File: config.mk
export PLATFORM = sky130hd
export DESIGN_NAME = mcm_lane
export DESIGN_NICKNAME = d
export VERILOG_FILES = /design/src/design/mcm_pkg.sv /design/src/design/mcm_lane.sv
export SDC_FILE = /design/constraint.sdc
export NUM_CORES = 2
export LEC_CHECK = 0
export BUFFER_PORTS_ARGS = -buffer_cell sky130_fd_sc_hd__clkbuf_2
export CAP_MARGIN = 0
export CELL_PAD_IN_SITES_DETAIL_PLACEMENT = 0
export CELL_PAD_IN_SITES_GLOBAL_PLACEMENT = 2
export CORE_ASPECT_RATIO = 1.2
export CORE_UTILIZATION = 47
export DETAILED_ROUTE_END_ITERATION = 6
export PLACE_DENSITY_LB_ADDON = 0.1
export SYNTH_ARGS = -nofsm -noshare
export SYNTH_HDL_FRONTEND = slang
export SYNTH_SLANG_ARGS = --single-unit
File: constraint.sdc
create_clock -name aclk -period 29 [get_ports aclk]
set_clock_uncertainty 0.05 [all_clocks]
set_input_delay 2.9 -clock aclk [delete_from_list [all_inputs] [get_ports aclk]]
set_output_delay 2.9 -clock aclk [all_outputs]
set_load 0.05 [all_outputs]
File: src/design/mcm_pkg.sv
// mcm_pkg: shared constants and the per-item control struct of the
// matrix chain multiplier; no dependencies
`default_nettype none

package mcm_pkg;

    localparam int unsigned ELEM_W   = 32;
    localparam int unsigned DIM_DEF  = 4;
    localparam int unsigned FRAC_DEF = 16;

    // control flags of one item as it moves down the pipeline
    typedef struct packed {
        logic valid;
        logic load;       // element of the first matrix of a chain
        logic mac;        // element of a later matrix
        logic complete;   // last element of a matrix
        logic emit;       // completes the final matrix of a chain
    } item_ctl_t;

endpackage

`default_nettype wire

File: src/design/mcm_lane.sv
// mcm_lane: one row lane of the matrix chain multiplier: running product row,
// finished partial columns, multiplier, product register and accumulator; uses mcm_pkg
`default_nettype none

module mcm_lane #(
    parameter int unsigned DIM  = mcm_pkg::DIM_DEF,
    parameter int unsigned FRAC = mcm_pkg::FRAC_DEF,
    parameter int unsigned LANE = 0,
    localparam int unsigned CW  = $clog2(DIM)
) (
    input  wire logic                                 aclk,
    input  wire logic                                 aresetn,
    input  wire logic                                 advance,
    input  wire mcm_pkg::item_ctl_t                   in_ctl,
    input  wire logic [CW-1:0]                        in_col,
    input  wire logic [CW-1:0]                        in_row,
    input  wire logic [mcm_pkg::ELEM_W-1:0]           in_elem,
    input  wire mcm_pkg::item_ctl_t                   mul_ctl,
    input  wire logic [CW-1:0]                        mul_col,
    input  wire logic [CW-1:0]                        mul_row,
    output logic [DIM-1:0][mcm_pkg::ELEM_W-1:0]       new_vals
);

    localparam int unsigned EW = mcm_pkg::ELEM_W;
    localparam int unsigned FW = 2 * EW;
    localparam int unsigned PW = FW - FRAC;
    localparam int unsigned W  = PW + $clog2(DIM);
    localparam logic [CW-1:0] LAST_IDX = CW'(DIM - 1);

    logic [EW-1:0]          run_reg [DIM];   // this row of the running product, by column
    logic [EW-1:0]          cst_reg [DIM];   // finished columns of the matrix in progress
    logic signed [PW-1:0]   prod_reg;
    logic signed [W-1:0]    acc_reg;
    logic                   fwd;
    logic signed [EW-1:0]   src;
    logic signed [FW-1:0]   full_prod;
    logic signed [W-1:0]    acc_base;
    logic signed [W-1:0]    sum;
    logic [EW-1:0]          sat_val;
    logic                   in_range;

    // a product that commits this cycle is read from the finished columns
    assign fwd = mul_ctl.valid && mul_ctl.mac && mul_ctl.complete;
    assign src = $signed(fwd ? cst_reg[in_row] : run_reg[in_row]);

    assign full_prod = FW'(src) * FW'($signed(in_elem));

    assign acc_base = (mul_row == '0) ? '0 : acc_reg;
    assign sum      = acc_base + W'(prod_reg);

    // saturate when the upper bits are not all copies of the sign
    assign in_range = (sum[W-1:EW-1] == '0) || (sum[W-1:EW-1] == '1);
    assign sat_val  = in_range ? sum[EW-1:0]
                    : (sum[W-1] ? {1'b1, {(EW-1){1'b0}}} : {1'b0, {(EW-1){1'b1}}});

    always_comb begin
        for (int c = 0; c < DIM; c++) begin
            if (mul_ctl.mac) begin
                new_vals[c] = (c == DIM - 1) ? sat_val : cst_reg[c];
            end else begin
                new_vals[c] = run_reg[c];
            end
        end
    end

    always_ff @(posedge aclk) begin
        if (advance) begin
            if (mul_ctl.valid && mul_ctl.mac) begin
                acc_reg <= sum;
                if (mul_row == LAST_IDX) begin
                    cst_reg[mul_col] <= sat_val;
                end
                if (mul_ctl.complete) begin
                    for (int c = 0; c < DIM; c++) begin
                        run_reg[c] <= new_vals[c];
                    end
                end
            end
            // a load of a new chain wins over an older commit
            if (in_ctl.valid && in_ctl.load && (in_row == CW'(LANE))) begin
                run_reg[in_col] <= in_elem;
            end
            if (in_ctl.valid && in_ctl.mac) begin
                prod_reg <= full_prod[FW-1:FRAC];
            end
        end
    end

    // the last column is never needed right after a matrix completes
    a_no_fwd_last_col: assert property (@(posedge aclk) disable iff (!aresetn)
        (in_ctl.valid && in_ctl.mac && fwd) |-> (in_row != LAST_IDX))
        else $error("forwarded read of the column still being committed");

endmodule

`default_nettype wire

==> metrics.txt <==
count of mapped cells out of synthesis 5394; class of the tightest hold or removal check reg -> reg; initial standard-cell utilization of the core between 40% and 50%; number of setup violations in the final report 0; flip-flop cell with the highest count after synthesis edfxtp_1; Slowest Stage Delay on Critical Path 0.78 ns; placed wire-length estimate 125.6 mm; area used by multi-input combinational logic approximately 41000 sq um; peak clock frequency supported by timing 75.10 MHz; area of all placed cells without fillers 59940 sq um; netlist area before placement around 56000 sq um; number of buffers on the longest clock path 3; top cells by area in the synthesized netlist fa_1 (38%), edfxtp_1 (19%), inv_1 (6.7%); distinct cell type count after synthesis 88; Sinks on Clock Net approximately 350; Syn Nets ~6800; # fillers 10930; Synth async-reset ratio 0%; Finished Layout Cells slightly below 7000; router iterations before antenna repair 5; Placed Area between 50000 and 60000 sq um; number of global-route vias before repair between 40000 and 50000; slew at the pin closest to its max-slew limit between 1 and 1.5 ns; number of clock buffers inserted by TritonCTS 42; aggregate routed wire length 169.9 mm; vias after detailed routing slightly below 40000; most frequent cells in the layout fa_1 (1082), inv_1 (1002), nand2_1 (579), and2_1 (532), edfxtp_1 (354); maximum number of pins on one net before global-route repair 70; area share of the largest cell type after synthesis between 30% and 40%; post-CTS resize count 0; port bufs around 180; number of register bits inferred by synthesis ~350; routed length per placed instance between 20 and 25 um; cell type contributing the most total cell area after synthesis fa_1; H-tree depth 2; slowest library cell on the worst path buf_4; Post-route DRC 0; total congestion overflow 0; CTS clock-pin slew for the worst setup and hold paths about 0.06 ns; total count of max-transition violations in the final report 0; category of the critical setup timing path in -> reg; total global-route track usage a little under 30%; cell count after placement 6873; CTS Hold Buffers Added 0; period utilisation layout between 40% and 50%; number of enable flip-flop cells after synthesis between 300 and 400; overall die height around 380 um; die width between 300 and 400 um; initial antenna violation count 13; part of the Yosys area used for sequential elements a little under a fifth; Post-Route Utilization 50.68%; Storage cell area about 11000 sq um; number of design-rule violations left by the first detailed-router iteration 2579; category of the worst setup path capture point flop; clock network latency to the later pin of the worst-skew pair around 0.6 ns; final setup TNS 0 ns; Floorplan Core Area 118300 sq um; final critical delay including setup and external delays between 10 and 15 ns; number of rows created at floorplan about 140; Max-cap violations 0; busiest grt layer met2; Crit path top cell by count fa_1; cell chosen for the clock root clkbuf_16; global-route wire length before repair 261.7 mm; share of post-route cells with drive strength above 1 about an eighth; Final Wtd Congestion ~0.9; num ports 181; antenna-violating nets left 0; area grow syn2layout 6.526%; worst-path maximum fanout between 40 and 50; average vias per placed instance ~5.6; launching element type of the critical path input pin; total setup buffers inserted after CTS 0; met2 usage in global routing between 50% and 60%; final net count between 6000 and 7000; area of the die between 100000 and 150000 sq um; Synth Warn # 0; Max-slew headroom ~23%; met3 layer usage reported by global route under 10%; Final Hold Viols 0; CTS tree yes; Data arrival, critical path between 10 and 15 ns; setup repair after global routing missed its margin false; required time of the worst setup path between 20 and 30 ns; average footprint of a synthesized cell 10.43 sq um; routing usage on met1 approximately 38%; most frequent standard cell in the layout excluding fill and tap cells fa_1; run status complete, no violations
-- layer usage --
metal | vias up | routed length, um | part of all wire (%)
met2 | 1155 | 87810 | 52
met3 | 198 | 7876 | 4.6
met4 | 2 | 5177 | 3.0
met1 | 20773 | 69030 | 41
li1 | 16936 | - | -
met5 | - | 13 | 0.0077
-- synth_stat cells, types with 14 or more instances --
library cell	number
nand3_1	51
a21o_1	52
o21bai_1	15
fa_1	1082
buf_1	35
and2_1	531
mux2_2	247
xor2_1	31
clkbuf_1	269
o211ai_1	19
and3_1	29
nor2b_1	62
mux4_2	64
inv_1	1002
ha_1	229
nand2b_1	15
edfxtp_1	354
nor4_1	14
xnor2_1	59
o21ai_0	59
nor3_1	47
nand4_1	24
a21oi_1	160
nand2_1	583
nor2_1	122
-- metrics by stage --
step,setup WS [ns],hold WS [ns]
after floorplan,16.78,0.5200
after global placement,15.05,0.6551
after detailed placement,14.99,0.6638
after CTS,15.59,0.6793
after global routing,15.11,0.7012
final,15.68,0.6795
-- worst paths after layout --
kind                                startpoint  cells after the start  slack [ns]       endpoint
worst min register to register   run_reg[2][2]                      2        0.68  run_reg[2][2]
worst min-delay path             run_reg[2][2]                      2        0.68  run_reg[2][2]
worst max register to register  run_reg[3][11]                     27       18.84   prod_reg[47]
worst max-delay path                 in_row[0]                     28       15.68   prod_reg[47]
-- worst max-delay path, delay by kind of cell --
| kind | cells | cell delay, ns |
|---|---|---|
| adders and majority gates | 9 | 4.40 |
| AOI/OAI and AO/OA | 9 | 3.11 |
| buffers and inverters | 5 | 1.64 |
| muxes | 2 | 0.99 |
| and+or+nand+nor | 2 | 0.32 |
| xor gates and xnor gates | 1 | 0.11 |
-- final cells by class --
cell class | instances | share of cell area (%)
multi-input cells | 3716 | 67.90
clock buffers | 50 | 1.839
diodes | 1 | 0.004175
clock inverters | 26 | 0.4863
inverters | 1002 | 6.274
well taps | 1540 | 3.214
flip-flops and latches | 354 | 17.73
repair buffers | 261 | 2.546
-- logic make-up (layout without fill, tap and decap cells) --
group,count (synthesis),after routing,share of synthesized area (%)
muxes,326,326,7.793
and+or+nand+nor,1526,1526,13.72
buffers and inverters,1324,1339,8.896
AOI/OAI and AO/OA,463,463,5.710
xor gates and xnor gates,90,90,1.401
other,0,1,0
adders and majority gates,1311,1311,43.59
DFF,354,354,18.89
Power is not shown: default switching activity piles up to over one toggle a cycle in this logic, so the estimate is an artifact.
