## src/design/mcm_pkg.sv

```systemverilog
// mcm_pkg: shared constants and the per-item control struct of the
// matrix chain multiplier; no dependencies
`default_nettype none

package mcm_pkg;

    localparam int unsigned ELEM_W   = 32;
    localparam int unsigned DIM_DEF  = 4;
    localparam int unsigned FRAC_DEF = 16;

    // control flags of one item as it moves down the pipeline
    typedef struct packed {
        logic valid;
        logic load;       // element of the first matrix of a chain
        logic mac;        // element of a later matrix
        logic complete;   // last element of a matrix
        logic emit;       // completes the final matrix of a chain
    } item_ctl_t;

endpackage

`default_nettype wire

```

## src/design/mcm_emit.sv

```systemverilog
// mcm_emit: product snapshot and shift-out sequencer of the matrix chain
// multiplier; uses mcm_pkg
`default_nettype none

module mcm_emit #(
    parameter int unsigned DIM = mcm_pkg::DIM_DEF,
    localparam int unsigned IW = $clog2(DIM * DIM)
) (
    input  wire logic                                          aclk,
    input  wire logic                                          aresetn,
    input  wire logic                                          load_en,
    input  wire logic [DIM-1:0][DIM-1:0][mcm_pkg::ELEM_W-1:0]  vals,   // [row][col]
    input  wire logic                                          m_tready,
    output logic                                               m_tvalid,
    output logic [mcm_pkg::ELEM_W-1:0]                         prod_elem,
    output logic [IW-1:0]                                      prod_index,
    output logic                                               prod_last,
    output logic                                               busy
);

    localparam int unsigned NELEM = DIM * DIM;

    logic [mcm_pkg::ELEM_W-1:0]  line_reg [NELEM];   // column-major, head at entry 0
    logic [IW-1:0]               idx_reg;
    logic                        busy_reg;
    logic                        take;

    assign take      = busy_reg && m_tready;
    assign prod_last = (idx_reg == IW'(NELEM - 1));

    always_ff @(posedge aclk) begin
        if (!aresetn) begin
            busy_reg <= 1'b0;
            idx_reg  <= '0;
        end else if (load_en) begin
            busy_reg <= 1'b1;
            idx_reg  <= '0;
        end else if (take) begin
            if (prod_last) begin
                busy_reg <= 1'b0;
            end
            idx_reg <= idx_reg + 1'b1;
        end
    end

    always_ff @(posedge aclk) begin
        if (load_en) begin
            for (int c = 0; c < DIM; c++) begin
                for (int r = 0; r < DIM; r++) begin
                    line_reg[c * DIM + r] <= vals[r][c];
                end
            end
        end else if (take) begin
            for (int k = 0; k < NELEM - 1; k++) begin
                line_reg[k] <= line_reg[k + 1];
            end
        end
    end

    assign m_tvalid   = busy_reg;
    assign prod_elem  = line_reg[0];
    assign prod_index = idx_reg;
    assign busy       = busy_reg;

    a_no_overwrite: assert property (@(posedge aclk) disable iff (!aresetn)
        load_en |-> !busy_reg)
        else $error("product snapshot loaded while still streaming");

endmodule

`default_nettype wire

```

## config.mk

```make
export PLATFORM = sky130hd
export DESIGN_NAME = mcm_emit
export DESIGN_NICKNAME = d
export VERILOG_FILES = /design/src/design/mcm_pkg.sv /design/src/design/mcm_emit.sv
export SDC_FILE = /design/constraint.sdc
export NUM_CORES = 1
export LEC_CHECK = 0
export BUFFER_PORTS_ARGS = -buffer_cell sky130_fd_sc_hd__buf_2
export CORE_UTILIZATION = 40
export CTS_CLUSTER_DIAMETER = 50
export DETAILED_ROUTE_END_ITERATION = 6
export PLACE_DENSITY_LB_ADDON = 0.3
export SYNTH_ARGS = -nofsm -noshare
export SYNTH_HDL_FRONTEND = slang
export SYNTH_SLANG_ARGS = --single-unit
```

## constraint.sdc

```tcl
create_clock -name aclk -period 17.1 [get_ports aclk]
set_input_delay 1.71 -clock aclk [delete_from_list [all_inputs] [get_ports aclk]]
set_output_delay 1.71 -clock aclk [all_outputs]
set_load 0.005 [all_outputs]
```

==> results by stage <==
Synthesis:
- The share of the synthesized area in the top cell type is 67.3%.
- The share of synthesized area occupied by flip-flops and latches is 67.7%.
- The count of mapped cells out of synthesis is 1104.
- The top cell type by total area after synthesis is sky130_fd_sc_hd__edfxtp_1.
- Ranked by total cell area, the synthesized netlist is headed by sky130_fd_sc_hd__edfxtp_1 67%, sky130_fd_sc_hd__mux2_4 20%, sky130_fd_sc_hd__mux2_2 8.9%.
- The average cell area after synthesis is 20.7 sq um.
- The cell area after synthesis is 0.0229 sq mm.
- During synthesis, Yosys emitted a total of 0 warnings.
- Counting distinct cell types in the post-synthesis netlist gives 19.
- Synthesis produced a netlist with a net count of 1621.
- The count of state elements after synthesis is 517.

Die:
- The top-level I/O count is 555.
- The die covers 0.0581 sq mm.
- The die width is 241 um.
- The initial utilization of the core area, before any placement, comes to 40.5%.
- The floorplan has 87 rows.
- The total area inside the core boundary comes to 0.0564 sq mm.
- The die is 241 um tall.

Timing:
- Setup repair after global routing left no endpoint under its margin.
- Across the routed clock network, the largest skew measured is 26.5 ps.
- The clock period minus worst slack is 5480 ps.
- The count of endpoints failing hold in the final timing report came to 0.
- The final count of pins violating max slew is 0.
- The sum of negative setup slack is 0 ps.
- Setup violations remaining at the end of the flow were counted as 0.
- At the pin with the least slew margin, the transition time is 1210 ps.
- Headroom to the max-slew limit came out at 19.2%.
- The share of the clock period used by the worst path after layout is 32.0%.
- Static timing analysis puts the maximum clock frequency at 182 MHz.

Worst hold path:
- The classification of the worst-slack hold path is reg -> reg.
- The worst hold endpoint is prod_index[1]$_SDFFE_PP0P_.
- The number of instances on the worst hold path is 2.
- The worst hold path begins at prod_index[1]$_SDFFE_PP0P_.

Routing:
- The first routing iteration left 532 violations.
- The detailed-router iteration count before antenna repair is 6.
- After detailed routing, the number of remaining DRC violations is 0.
- The number of vias per cell after detailed routing is 4.63.
- In this run the remaining antenna-violating nets after routing total 0.
- Wires add up to 46.0 mm.
- The detail-routed net length per standard cell is 18.6 um.
- The vias after detailed routing is 11500.

Power:
- Power spread over the standard cell area amounts to 108 mW/mm^2.
- For this design the static power due to leakage is 11.9 nW.
- The portion of total power attributed to combinational logic is 8.3%.
- Net switching is 20.8% of the power.
- The total chip power is 0.00302 W.
- Internal power comes to 0.00239 W.
- The switching power is 0.000629 W.
- Of the total power, the clock network draws 40.3%.
- The sequential fraction of design power is 51.4%.
- The peak supply drop is 0.0843 mV.

Global routing:
- The overall fraction of global-route tracks in use is 15.2%.
- The via count of the first global-routing pass is 11800.
- The initial antenna violation count is 45.
- For this run the aggregate overflow at the end of global routing stands at 0.
- The global-route wire length before repair is 66.4 mm.
- The pin count of the biggest net entering global routing is 192.

Final layout:
- The finished layout holds 2472 standard cells, fillers aside.
- The top cell types in the final layout, fill and taps aside, are 553 x sky130_fd_sc_hd__buf_2, 512 x sky130_fd_sc_hd__edfxtp_1, 300 x sky130_fd_sc_hd__mux2_4.
- The utilization after layout is 49.5%.
- Summing all flip-flop and latch instances after layout gives 0.0155 sq mm.
- Relative to the synthesized area, the layout overhead comes to 22.2%.
- Leaving out fill and tap cells, the most frequent cell in the layout is sky130_fd_sc_hd__buf_2.
- The layout net count is 2162.
- The share of final-layout standard cells stronger than drive strength 1 is 66.8%.
- In the final layout, the multi-input gates occupy 0.00666 sq mm.
- The flip-flop count of the largest register after layout is 512.
- The layout filler cell count is 4790.

Flow run:
- Across the run, the number of max-cap violations was 0.

Setup path:
- The kind of end point of the critical path is a flop.
- Among the stages of the critical path, the cell type that occurs most often is sky130_fd_sc_hd__buf_4.
- The reg-to-reg setup timing slack is 12420 ps.
- The required time of the critical path is 17320 ps.
- The critical path goes through buf_6 -> inv_2 -> nand2_4 -> buf_4 -> buf_4 -> buf_4.
- The largest fanout on the critical path is 88.
- Measured in cells, the most critical reg-to-reg path has a length of 5.
- On the critical path the largest part of the delay comes from buffers and inverters.
- The startpoint of the most critical register-to-register path is busy$_SDFFE_PN0P_.
- The worst endpoint data arrival time is 5700 ps.
- The endpoint identified for the worst register-to-register timing path is line_reg[0][133]$_DFFE_PP_.
- The delay of the slowest critical-path stage is 960 ps.
- Among all stages on the critical path, the largest delay is contributed by sky130_fd_sc_hd__buf_4.
- The element type at the critical path start is a primary input.
- Counting both buffers and inverters, the worst setup path holds a total of 5.
- The worst setup path is of the in -> reg kind.

Clock network:
- The number of buffers inserted for hold repair after clock tree synthesis is 0.
- TritonCTS built the clock tree.
- The number of setup buffers added after CTS is 0.
- The number of H-tree levels is 2.
- The root cell of the clock tree is sky130_fd_sc_hd__clkbuf_16.
- The clock-pin slew of the registers on the worst-case setup and hold paths is 60 ps.
- The clock net in this run drives a total of 517 sinks.
- The post-cts resize count is 0.
- The worst-case clock buffer depth is 3.
- Clock latency on the worst-skew pair, taken at its later pin, is 620 ps.
- In this run, CTS created clock tree buffers numbering 61.

Placement:
- The number of placed instances, taps included is 2338.
- Routability-driven placement finished with a final weighted congestion of 0.764.
- Buffers placed on the I/O ports in this run total 554.
- The detailed-placement wirelength estimate is 32.3 mm.

Outcome:
- The flow ran to the end, and the final reports show no timing, DRC or antenna violations.
-- worst reg2reg max path, cell delays in order, from the launching register on --
cell,delay [ps]
sky130_fd_sc_hd__dfxtp_1,540
sky130_fd_sc_hd__nand2_1,250
sky130_fd_sc_hd__nand2_4,820
sky130_fd_sc_hd__buf_4,1010
sky130_fd_sc_hd__buf_4,810
sky130_fd_sc_hd__buf_4,790
-- cells by family (layout without fill, tap and decap cells) --
group / count (synthesis) / after routing / share of synthesized area [%]
muxes: 480 / 480 / 28.6
buffers and inverters: 87 / 676 / 3.18
adders and majority gates: 1 / 1 / 0.0547
other: 0 / 23 / 0
xor gates and xnor gates: 2 / 2 / 0.0767
DFF: 517 / 517 / 67.7
and+or+nand+nor: 12 / 12 / 0.296
AOI/OAI and AO/OA: 5 / 5 / 0.115
-- cells in the mapped netlist --
library cell and count:
sky130_fd_sc_hd__mux2_4 300, sky130_fd_sc_hd__buf_4 34, sky130_fd_sc_hd__nand3_4 1, sky130_fd_sc_hd__mux2_2 180
sky130_fd_sc_hd__buf_6 33, sky130_fd_sc_hd__ha_1 1, sky130_fd_sc_hd__dfxtp_1 5, sky130_fd_sc_hd__nand3_1 3
sky130_fd_sc_hd__nand2_1 4, sky130_fd_sc_hd__a31oi_1 1, sky130_fd_sc_hd__and3_1 1, sky130_fd_sc_hd__inv_2 1
sky130_fd_sc_hd__o21ai_0 2, sky130_fd_sc_hd__or3_1 1, sky130_fd_sc_hd__a21oi_1 2, sky130_fd_sc_hd__buf_2 19
sky130_fd_sc_hd__nor2_1 2, sky130_fd_sc_hd__xor2_1 2, sky130_fd_sc_hd__edfxtp_1 512
-- how the worst max path moves through the flow --
| stage | startpoint | to | slack, ps | cells past startpoint |
|---|---|---|---|---|
| 4_1_cts | load_en | line_reg[0][133]$_DFFE_PP_ | 11630 | 6 |
| 3_5_place_dp | load_en | line_reg[0][23]$_DFFE_PP_ | 10970 | 6 |
| 6_report | load_en | line_reg[0][133]$_DFFE_PP_ | 11620 | 6 |
| 5_1_grt | load_en | line_reg[0][133]$_DFFE_PP_ | 11280 | 6 |
| 3_3_place_gp | load_en | line_reg[0][23]$_DFFE_PP_ | 11100 | 6 |
| 2_1_floorplan | load_en | line_reg[0][0]$_DFFE_PP_ | 3950 | 3 |
-- power by group through the flow --
stage               Clock [W]  Combinational (W)  Sequential, W
floorplan                   0           0.000174        0.00160
global placement            0           0.000247        0.00158
detailed placement          0           0.000254        0.00158
CTS                   0.00125           0.000256        0.00156
global route          0.00130           0.000273        0.00156
finish                0.00122           0.000251        0.00155
-- layout make-up --
class	instances	share of cell area [%]
well taps	756	3.39
clock buffers	77	5.76
repair buffers	564	10.3
inverters	1	0.0134
diodes	23	0.206
clock inverters	34	1.06
flip-flops and latches	517	55.4
multi-input cells	500	23.9
-- per-layer routing --
layer | vias to the layer above | GRT usage, % | wire length (um)
li1 | 5431 | - | -
met1 | 5398 | 16.6 | 17000
met2 | 439 | 25.3 | 22200
met3 | 138 | 7.57 | 5030
met4 | 50 | 5.81 | 1370
met5 | - | 0 | 335
-- per-stage QoR --
stage          hold slack, ps  worst slack, ps  instance area [sq um]
6_report                  526            11620                  27900
2_1_floorplan             481             3950                  22900
4_1_cts                   520            11630                  27900
3_5_place_dp              510            10970                  26000
5_1_grt                   548            11280                  27900
3_3_place_gp              480            11100                  26000
Note: power is estimated with default switching activity, not from simulation.
