<file path="config.mk">
export PLATFORM = sky130hd
export DESIGN_NAME = mcm_ctrl
export DESIGN_NICKNAME = d
export VERILOG_FILES = /design/src/design/mcm_pkg.sv /design/src/design/mcm_ctrl.sv
export SDC_FILE = /design/constraint.sdc
export NUM_CORES = 1
export LEC_CHECK = 0
export ABC_AREA = 1
export BUFFER_PORTS_ARGS = -buffer_cell sky130_fd_sc_hd__buf_2
export CAP_MARGIN = 10
export CORE_ASPECT_RATIO = 1.5
export CORE_UTILIZATION = 48
export DETAILED_ROUTE_END_ITERATION = 16
export GPL_ROUTABILITY_DRIVEN = 0
export PLACE_DENSITY = 0.82
export SLEW_MARGIN = 20
export SYNTH_ARGS = -nofsm -noshare
export SYNTH_HDL_FRONTEND = slang
export SYNTH_SLANG_ARGS = --single-unit
</file>
<file path="constraint.sdc">
create_clock -name aclk -period 1.7 [get_ports aclk]
set_input_delay 0.255 -clock aclk [delete_from_list [all_inputs] [get_ports aclk]]
set_output_delay 0.255 -clock aclk [all_outputs]
set_load 0.03 [all_outputs]
</file>
<file path="src/design/mcm_pkg.sv">
// mcm_pkg: shared constants and the per-item control struct of the
// matrix chain multiplier; no dependencies
`default_nettype none

package mcm_pkg;

    localparam int unsigned ELEM_W   = 32;
    localparam int unsigned DIM_DEF  = 4;
    localparam int unsigned FRAC_DEF = 16;

    // control flags of one item as it moves down the pipeline
    typedef struct packed {
        logic valid;
        logic load;       // element of the first matrix of a chain
        logic mac;        // element of a later matrix
        logic complete;   // last element of a matrix
        logic emit;       // completes the final matrix of a chain
    } item_ctl_t;

endpackage

`default_nettype wire

</file>
<file path="src/design/mcm_ctrl.sv">
// mcm_ctrl: element position tracking, input register and multiply-stage
// control of the matrix chain multiplier; uses mcm_pkg
`default_nettype none

module mcm_ctrl #(
    parameter int unsigned DIM = mcm_pkg::DIM_DEF,
    localparam int unsigned CW = $clog2(DIM)
) (
    input  wire logic                        aclk,
    input  wire logic                        aresetn,
    input  wire logic                        s_tvalid,
    input  wire logic [mcm_pkg::ELEM_W-1:0]  elem,
    input  wire logic                        starts_chain,
    input  wire logic                        ends_chain,
    input  wire logic                        emit_busy,
    output logic                             advance,
    output mcm_pkg::item_ctl_t               in_ctl,
    output logic [CW-1:0]                    in_col,
    output logic [CW-1:0]                    in_row,
    output logic [mcm_pkg::ELEM_W-1:0]       in_elem,
    output mcm_pkg::item_ctl_t               mul_ctl,
    output logic [CW-1:0]                    mul_col,
    output logic [CW-1:0]                    mul_row
);

    localparam logic [CW-1:0] LAST_IDX = CW'(DIM - 1);

    logic [CW-1:0]                  col_reg, col_next;
    logic [CW-1:0]                  row_reg, row_next;
    logic                           loading_reg, loading_next;
    mcm_pkg::item_ctl_t             in_ctl_reg, mul_ctl_reg;
    mcm_pkg::item_ctl_t             dec_ctl;
    logic [CW-1:0]                  in_col_reg, in_row_reg;
    logic [CW-1:0]                  mul_col_reg, mul_row_reg;
    logic [mcm_pkg::ELEM_W-1:0]     in_elem_reg;
    logic                           accept;
    logic                           ld;
    logic [CW-1:0]                  cur_col, cur_row;
    logic                           complete;

    // the whole pipeline holds only while a finished product waits for the emitter
    assign advance = !(mul_ctl_reg.valid && mul_ctl_reg.emit && emit_busy);
    assign accept  = s_tvalid && advance;

    // a chain start restarts the position and the first-matrix load
    assign ld       = starts_chain || loading_reg;
    assign cur_col  = starts_chain ? '0 : col_reg;
    assign cur_row  = starts_chain ? '0 : row_reg;
    assign complete = (cur_col == LAST_IDX) && (cur_row == LAST_IDX);

    always_comb begin
        row_next     = row_reg;
        col_next     = col_reg;
        loading_next = loading_reg;
        if (accept) begin
            row_next = (cur_row == LAST_IDX) ? '0 : cur_row + 1'b1;
            if (cur_row == LAST_IDX) begin
                col_next = complete ? '0 : cur_col + 1'b1;
            end else begin
                col_next = cur_col;
            end
            loading_next = ld ? (!complete || ends_chain) : (complete && ends_chain);
        end
    end

    always_comb begin
        dec_ctl.valid    = accept;
        dec_ctl.load     = ld;
        dec_ctl.mac      = !ld;
        dec_ctl.complete = complete;
        dec_ctl.emit     = complete && ends_chain;
    end

    always_ff @(posedge aclk) begin
        if (!aresetn) begin
            col_reg     <= '0;
            row_reg     <= '0;
            loading_reg <= 1'b1;
            in_ctl_reg  <= '0;
            mul_ctl_reg <= '0;
        end else begin
            col_reg     <= col_next;
            row_reg     <= row_next;
            loading_reg <= loading_next;
            if (advance) begin
                in_ctl_reg  <= dec_ctl;
                mul_ctl_reg <= in_ctl_reg;
            end
        end
    end

    always_ff @(posedge aclk) begin
        if (advance) begin
            in_col_reg  <= cur_col;
            in_row_reg  <= cur_row;
            in_elem_reg <= elem;
            mul_col_reg <= in_col_reg;
            mul_row_reg <= in_row_reg;
        end
    end

    assign in_ctl  = in_ctl_reg;
    assign in_col  = in_col_reg;
    assign in_row  = in_row_reg;
    assign in_elem = in_elem_reg;
    assign mul_ctl = mul_ctl_reg;
    assign mul_col = mul_col_reg;
    assign mul_row = mul_row_reg;

endmodule

`default_nettype wire

</file>
==> results of run 1 <==
## power groups by stage
stage / logic, mW / clock network, mW / registers, mW
2_1_floorplan: 0.0359 / 0 / 1.66
3_3_place_gp: 0.250 / 0 / 1.55
3_5_place_dp: 0.256 / 0 / 1.55
4_1_cts: 0.257 / 0.717 / 1.52
5_1_grt: 0.274 / 0.762 / 1.53
6_report: 0.255 / 0.692 / 1.52
## cells by family after synthesis
logic type	synth area share (%)
AO/OA/AOI/OAI	2.14
adder cells (fa/ha/maj)	1.34
buffers and inverters	3.08
flip-flops	80.3
AND/OR/NAND/NOR	13.1
## per-layer routing
| layer | up-vias | part of all wire (%) | global-route usage, % | routed length (um) |
|---|---|---|---|---|
| li1 | 647 | - | - | - |
| met1 | 576 | 34 | 19.7 | 1290 |
| met2 | 62 | 53 | 35.2 | 2000 |
| met3 | 8 | 9.6 | 6.01 | 358 |
| met4 | 0 | 2.4 | 12.6 | 91 |
| met5 | - | 0 | 0 | 0 |
## worst max path at each step
stage | startpoint | endpoint | slack (ns) | cells after the start
finish | mul_ctl[4]$_SDFFE_PN0N_ | advance | 0.15 | 2
global placement | emit_busy | mul_col[1]$_DFFE_PN_ | 0.42 | 3
detailed placement | starts_chain | col_reg[1]$_SDFFE_PN0P_ | 0.33 | 8
CTS | mul_ctl[4]$_SDFFE_PN0N_ | advance | 0.15 | 2
global route | mul_ctl[4]$_SDFFE_PN0N_ | advance | 0.08 | 2
floorplan | mul_ctl[4]$_SDFFE_PN0N_ | in_col[0]$_DFFE_PN_ | 0.38 | 2
## through the flow
step	hold slack (ns)	total power [mW]
global placement	0.428	1.80
finish	0.115	2.46
detailed placement	0.433	1.81
floorplan	0.354	1.70
global route	0.103	2.56
CTS	0.102	2.49
## cell usage in the layout (no fill, tap or decap)
cell / instances
buf_2: 88
inv_1: 11
clkbuf_8: 5
nand2_2: 1
a21oi_1: 7
nand3_1: 5
nor2_1: 18
clkinv_1: 1
edfxtp_1: 40
nand3_4: 1
nand3b_1: 1
nand4_1: 5
nand2_1: 24
clkinv_4: 1
clkinvlp_4: 1
ha_1: 2
dfxtp_1: 15
o21ai_0: 1
buf_4: 3
## cell type report
type / count / area [sq um] / share of cell area (%)
Sequential cell: 55 / 1500 / 61.1
Timing Repair Buffer: 91 / 463 / 18.8
Multi-Input combinational cell: 65 / 310 / 12.6
Clock buffer: 5 / 68.8 / 2.80
Tap cell: 43 / 53.8 / 2.19
Inverter: 11 / 41.3 / 1.68
Clock inverter: 3 / 20.0 / 0.814
==> flow_summary.yaml, run 1 <==
outcome:
  status: "finished, final reports clean"
final_layout:
  drive_gt1_share_pct: 43.5
  nFillCells: 316
  nets: 269
  syn2layout_area_growth_pct: 31.5
  instances_no_fill: 273
  finalInstanceArea_sq_mm: 0.00246
  diodes: 0
  largest_reg_flops: 32
  utilization_pct: 66.8
synthesis:
  async_flop_share_pct: 0
  synth_commonest_cells: "edfxtp_1 (40), nand2_1 (24), nor2_1 (18)"
  synth.cell_area_sq_mm: 0.00187
  synth_ff_type: "edfxtp_1"
  postSynthCellCount: 133
  yosysWarnings: 0
  yosys.area.top_type: "edfxtp_1"
  synth_top_area_share_pct: 64.3
  synthDistinctLibCells: 15
  synth_most_common_cell: "edfxtp_1"
  synth_edf_count: 40
  synthesis.nets: 173
  synth.area.top_cells: "edfxtp_1 (64%), dfxtp_1 (16%), nand2_1 (4.8%), nor2_1 (3.6%), inv_1 (2.2%)"
  ys_seq_area_share_pct: 80.3
  avgSynthCellArea_sq_um: 14.1
  ys_ff_latch: 55
detailed_routing:
  avgRoutedWirePerCell_um: 13.7
  drtIter0Drc: 29
  wirelength_mm: 3.73
  num_vias: 1293
  antenna_left: 0
  via_per_inst: 4.74
  drt-pass1-iter-count: 6
  remaining_drc_errors: 0
global_routing:
  grt_antenna_before_repair: 0
  grt_pass1_vias: 1333
  grt_max_degree: 26
  grt_overflow: 0
  grt_pass1_wl_mm: 5.82
  grt_usage_pct: 20.2
worst_setup_path:
  reg2reg_from: "mul_ctl[4]$_SDFFE_PN0N_"
  r2r_cells: 2
  cp_cell_sequence: "nand3_4 > buf_2"
  slowest_stage: "dfxtp_1"
  endpoint_kind: "primary output"
  crit_family: "flip-flops"
  crit_required_ns: 1.44
  crit_path_max_fanout: 19
  crit_buf_inv: 1
  r2r-end: "in_elem[12]$_DFFE_PN_"
  crit_path_start_kind: "flip-flop"
  max_stage_delay_ns: 0.48
  path_class: "reg2out"
  cp.arrival_ns: 1.30
  r2r_slack_ns: 0.38
power_and_ir_drop:
  sw_frac_of_total_pct: 24.4
  power.switching_mw: 0.601
  ir_worst_vdd_uv: 749
  p_comb_share_pct: 10.3
  p_seq_share_pct: 61.6
  clkPwrFrac_pct: 28.1
  p_int_mw: 1.86
  powerDensity_mw_per_mm2: 1000
  leakagePower_nw: 1.18
clocking:
  cts_tree: "done"
  postCtsSetupBuffers: 0
  clock_latency_ns: 0.31
  cts_buffers: 5
  cts_num_sinks: 55
  cts_buffer_depth: 2
  cts_root_buf: "clkbuf_8"
  cts_hold_buf: 0
  cts.clk_slew.worst_paths_ns: 0.09
  htreeDepth: 2
  post_cts_resized: 0
die:
  rows: 27
  initial_core_util_pct: 50.8
  fp.dieW_um: 53.0
  design.core.area_sq_mm: 0.00368
  die-area_sq_mm: 0.00415
  die_h_um: 78.4
  ios: 89
place:
  dp_worst_setup_slack_ns: 0.326
  numPortBuffers: 88
  dpl.cell_count: 265
  placed_cell_area_sq_mm: 0.00237
  place_hpwl_mm: 2.89
hold_path:
  min_path_type: "in2reg"
  holdPathStages: 1
  min_from: "elem[1]"
  hold_end: "in_elem[1]$_DFFE_PN_"
timing:
  setup_slack_ns: 0.149
  min_period_ns: 1.55
  fin_crit_sh_pct: 91.2
  final_hold_viol_count: 0
  maxSlewViolCount: 0
  tightest_slew_ns: 0.309
  setup_tns_ns: 0
  final-setup-viol-count: 0
  clock_skew_ns: 0.00634
  relSlewSlack_pct: 79.4
  rsz0062_at_grt: "no"
  fmax_mhz: 645
job:
  cap_violations: 0
Power figures use the tool's default switching activity.
==> run 2, diff against run 1 <==
--- a/config.mk
+++ b/config.mk
@@ -8,11 +8,11 @@
 export ABC_AREA = 1
 export BUFFER_PORTS_ARGS = -buffer_cell sky130_fd_sc_hd__buf_2
 export CAP_MARGIN = 10
-export CORE_ASPECT_RATIO = 1.5
+export CORE_ASPECT_RATIO = 2
 export CORE_UTILIZATION = 48
 export DETAILED_ROUTE_END_ITERATION = 16
 export GPL_ROUTABILITY_DRIVEN = 0
-export PLACE_DENSITY = 0.82
+export PLACE_DENSITY = 0.93
 export SLEW_MARGIN = 20
 export SYNTH_ARGS = -nofsm -noshare
 export SYNTH_HDL_FRONTEND = slang
==> flow_summary.yaml, run 2 (synthesis gave the netlist of run 1 again) <==
outcome:
  status: "finished, final reports clean"
clocking:
  postCtsSetupBuffers: 0
  cts_hold_buf: 0
  cts_root_buf: "clkbuf_8"
  cts_buffers: 5
  cts.clk_slew.worst_paths_ns: 0.09
  clock_latency_ns: 0.30
  cts_buffer_depth: 2
  htreeDepth: 2
  cts_num_sinks: 55
  cts_tree: "done"
  post_cts_resized: 0
timing:
  fmax_mhz: 622
  fin_crit_sh_pct: 94.5
  final-setup-viol-count: 0
  rsz0062_at_grt: "no"
  holdWs_ns: 0.123
  maxSlewViolCount: 0
  relSlewSlack_pct: 80.3
  final_hold_viol_count: 0
  tightest_slew_ns: 0.296
  clock_skew_ns: 0.00421
  setup_slack_ns: 0.0934
  setup_tns_ns: 0
  min_period_ns: 1.61
power_and_ir_drop:
  p_total_mw: 2.65
  ir_worst_vdd_uv: 1250
  powerDensity_mw_per_mm2: 1060
  leakagePower_nw: 1.20
die:
  die_h_um: 90.3
  fp.dieW_um: 46.1
  initial_core_util_pct: 50.7
  rows: 31
  design.core.area_sq_mm: 0.00368
  ios: 89
  die-area_sq_mm: 0.00416
global_routing:
  grt_usage_pct: 21.7
  grt_antenna_before_repair: 0
  grt_pass1_wl_mm: 6.39
  grt_overflow: 0
  grtUsageMet1_pct: 20.3
  grt.busiest_layer: "met2"
  grt_max_degree: 25
  met2_usage_pct: 39.7
  grtUsageMet3_pct: 5.60
  grt_pass1_vias: 1362
final_layout:
  largest_reg_flops: 32
  final_cell_mix: "buf_2 (88), edfxtp_1 (40), nand2_1 (24), nor2_1 (18), dfxtp_1 (15)"
  finalInstanceArea_sq_mm: 0.00250
  nFillCells: 246
  seq_area_sq_mm: 0.00150
  diodes: 0
  multi_input_area_sq_um: 310
  syn2layout_area_growth_pct: 33.7
  nets: 269
  mostFrequentLayoutCell: "buf_2"
  drive_gt1_share_pct: 43.9
worst_setup_path:
  r2r_slack_ns: 0.34
  slowest_stage: "dfxtp_1"
  endpoint_kind: "primary output"
  path_class: "reg2out"
  cp_cell_sequence: "nand3_4 > buf_2"
  crit_family: "flip-flops"
  crit_buf_inv: 1
  crit_path_start_kind: "flip-flop"
  crit_path_max_fanout: 21
  max_stage_delay_ns: 0.48
  crit_required_ns: 1.44
  cp.arrival_ns: 1.35
hold_path:
  min_path_type: "in2reg"
job:
  cap_violations: 0
place:
  place_hpwl_mm: 3.22
  numPortBuffers: 88
  dp_worst_setup_slack_ns: 0.326
  placed_cell_area_sq_mm: 0.00238
detailed_routing:
  wirelength_mm: 4.12
  via_per_inst: 4.85
  drtIter0Drc: 59
  num_vias: 1354
  avgRoutedWirePerCell_um: 14.8
  remaining_drc_errors: 0
  drt-pass1-iter-count: 4
  antenna_left: 0
==> run 2: cell count changes in the layout (fill, tap and decap cells not counted) <==
cell,change
bufinv_16,+1
clkbuf_8,+1
clkinv_1,-1
clkinv_4,-1
clkinvlp_4,-1
inv_6,+1
==> run 2: stage by stage <==
stage,cells,utilization (%)
6_report,279,67.8
3_3_place_gp,271,64.5
5_1_grt,279,67.8
2_1_floorplan,133,-
4_1_cts,279,67.8
3_5_place_dp,271,64.5
==> run 2: final timing paths <==
check                                from                     to  depth (start not counted)
setup reg to reg  mul_ctl[0]$_SDFFE_PN0N_  in_elem[19]$_DFFE_PN_                          2
hold reg to reg       in_row[1]$_DFFE_PN_   mul_row[1]$_DFFE_PN_                          0
setup / recovery  mul_ctl[0]$_SDFFE_PN0N_                advance                          2
hold / removal                   elem[10]  in_elem[10]$_DFFE_PN_                          1
==> run 2: routing by layer <==
layer	routed length [um]	share of wire (%)
met5	0	0
met4	87	2.1
met3	336	8.1
met2	2360	57
met1	1340	33
==> run 2: worst register-to-register path, cell delays in order, from the launching register on <==
cell and delay (ns):
dfxtp_1 0.48, nand3_4 0.28, buf_4 0.33
==> run 2: final cells by class <==
class	count	share of cell area, %
repair buffers	91	18.5
clock buffers	6	3.30
flip-flops and latches	55	60.1
inverters	11	1.65
multi-input cells	65	12.4
clock inverters	2	1.55
well taps	49	2.45
==> run 2: where the power goes <==
group	switching (mW)	internal, mW	total [mW]
Sequential	0.0233	1.50	1.52
Combinational	0.176	0.0819	0.258
Clock	0.390	0.484	0.874
==> run 3, diff against run 2 <==
--- a/config.mk
+++ b/config.mk
@@ -13,6 +13,7 @@
 export DETAILED_ROUTE_END_ITERATION = 16
 export GPL_ROUTABILITY_DRIVEN = 0
 export PLACE_DENSITY = 0.93
+export REMOVE_ABC_BUFFERS = 1
 export SLEW_MARGIN = 20
 export SYNTH_ARGS = -nofsm -noshare
 export SYNTH_HDL_FRONTEND = slang
==> flow_summary.yaml, run 3 (synthesis gave the netlist of run 1 again) <==
detailed_routing:
  num_vias: 1370
  avgRoutedWirePerCell_um: 14.3
  wirelength_mm: 4.02
  antenna_left: 0
  drt-pass1-iter-count: 4
  via_per_inst: 4.86
  drtIter0Drc: 52
  remaining_drc_errors: 0
clocking:
  cts_num_sinks: 55
  cts_root_buf: "clkbuf_8"
  cts_buffers: 5
  cts_buffer_depth: 2
  post_cts_resized: 0
  cts_hold_buf: 0
  htreeDepth: 2
  cts.clk_slew.worst_paths_ns: 0.09
  clock_latency_ns: 0.30
  postCtsSetupBuffers: 0
  cts_tree: "done"
timing:
  min_period_ns: 1.49
  holdWs_ns: 0.120
  clock_skew_ns: 0.00526
  relSlewSlack_pct: 82.7
  setup_tns_ns: 0
  rsz0062_at_grt: "no"
  fin_crit_sh_pct: 87.7
  setup_slack_ns: 0.209
  fmax_mhz: 671
  maxSlewViolCount: 0
  final_hold_viol_count: 0
  final-setup-viol-count: 0
  tightest_slew_ns: 0.259
global_routing:
  grt_max_degree: 20
  grt_usage_pct: 20.5
  grt_pass1_wl_mm: 6.05
  grt_overflow: 0
  grt_antenna_before_repair: 0
  grt_pass1_vias: 1264
worst_setup_path:
  r2r-end: "col_reg[0]$_SDFFE_PN0P_"
  path_class: "reg2out"
  r2r_slack_ns: 0.34
  reg2reg_from: "row_reg[0]$_SDFFE_PN0P_"
  crit_path_start_kind: "flip-flop"
  cp.arrival_ns: 1.24
  crit_path_max_fanout: 19
  endpoint: "advance"
  r2r_cells: 8
  crit_required_ns: 1.44
  endpoint_kind: "primary output"
  timing.critical_path.from: "mul_ctl[0]$_SDFFE_PN0N_"
final_layout:
  largest_reg_flops: 32
  syn2layout_area_growth_pct: 33.1
  mostFrequentLayoutCell: "buf_2"
  nFillCells: 264
  diodes: 0
  nets: 272
  final_cell_mix: "buf_2 (88), edfxtp_1 (40), nand2_1 (24), nor2_1 (18), dfxtp_1 (15)"
  instances_no_fill: 282
  finalInstanceArea_sq_mm: 0.00249
  drive_gt1_share_pct: 44.2
  utilization_pct: 67.5
place:
  dpl.cell_count: 274
  place_hpwl_mm: 3.07
  placed_cell_area_sq_mm: 0.00240
  dp_worst_setup_slack_ns: 0.374
  numPortBuffers: 88
power_and_ir_drop:
  ir_worst_vdd_uv: 581
  clkPwrFrac_pct: 27.9
  sw_frac_of_total_pct: 24.4
  p_int_mw: 1.86
  powerDensity_mw_per_mm2: 991
  p_total_mw: 2.47
  p_seq_share_pct: 61.5
  p_comb_share_pct: 10.6
  leakagePower_nw: 1.19
  power.switching_mw: 0.601
die:
  rows: 31
  ios: 89
  fp.dieW_um: 46.1
  die-area_sq_mm: 0.00416
  die_h_um: 90.3
  design.core.area_sq_mm: 0.00368
  initial_core_util_pct: 50.7
job:
  cap_violations: 0
hold_path:
  min_path_type: "in2reg"
  min_from: "elem[5]"
  holdPathStages: 1
outcome:
  status: "finished, final reports clean"
==> run 3: changes by cell type in the layout (fill, tap and decap cells not counted), sizes merged <==
cell	change
buf	+3
bufinv	-1
clkbuf	-1
clkinv	+2
clkinvlp	+1
inv	-1
==> run 3: layout make-up <==
cell class	count	area, sq um	area share [%]
Inverter	11	41.3	1.66
Timing Repair Buffer	94	485	19.5
Clock inverter	3	20.0	0.804
Sequential cell	55	1500	60.3
Tap cell	49	61.3	2.46
Multi-Input combinational cell	65	310	12.5
Clock buffer	5	68.8	2.77
==> run 3: power by group through the flow <==
stage / sequential [mW] / clock (mW) / combinational (mW)
2_1_floorplan: 1.66 / 0 / 0.0330
6_report: 1.52 / 0.689 / 0.260
5_1_grt: 1.52 / 0.745 / 0.281
3_5_place_dp: 1.55 / 0 / 0.259
3_3_place_gp: 1.54 / 0 / 0.251
4_1_cts: 1.52 / 0.702 / 0.261
==> run 3: worst min path at each step <==
| stage | end |
|---|---|
| after floorplan | loading_reg$_SDFFE_PN1P_ |
| after global placement | mul_col[1]$_DFFE_PN_ |
| after detailed placement | in_elem[19]$_DFFE_PN_ |
| after CTS | in_elem[3]$_DFFE_PN_ |
| after global routing | in_elem[3]$_DFFE_PN_ |
| final | in_elem[5]$_DFFE_PN_ |
==> run 3: metal layers <==
layer | up-vias | global-route usage [%] | part of all wire, % | wire length [um]
met5 | - | 0 | 0 | 0
met4 | 0 | 12.3 | 3.3 | 134
met3 | 12 | 5.20 | 8.3 | 334
met2 | 80 | 33.9 | 53 | 2120
met1 | 624 | 21.9 | 36 | 1440
li1 | 654 | - | - | -
==> run 3: worst max-delay path: stages (launching register included) <==
cell and delay, ns:
dfxtp_1 0.41, nand3_4 0.25, buf_2 0.27
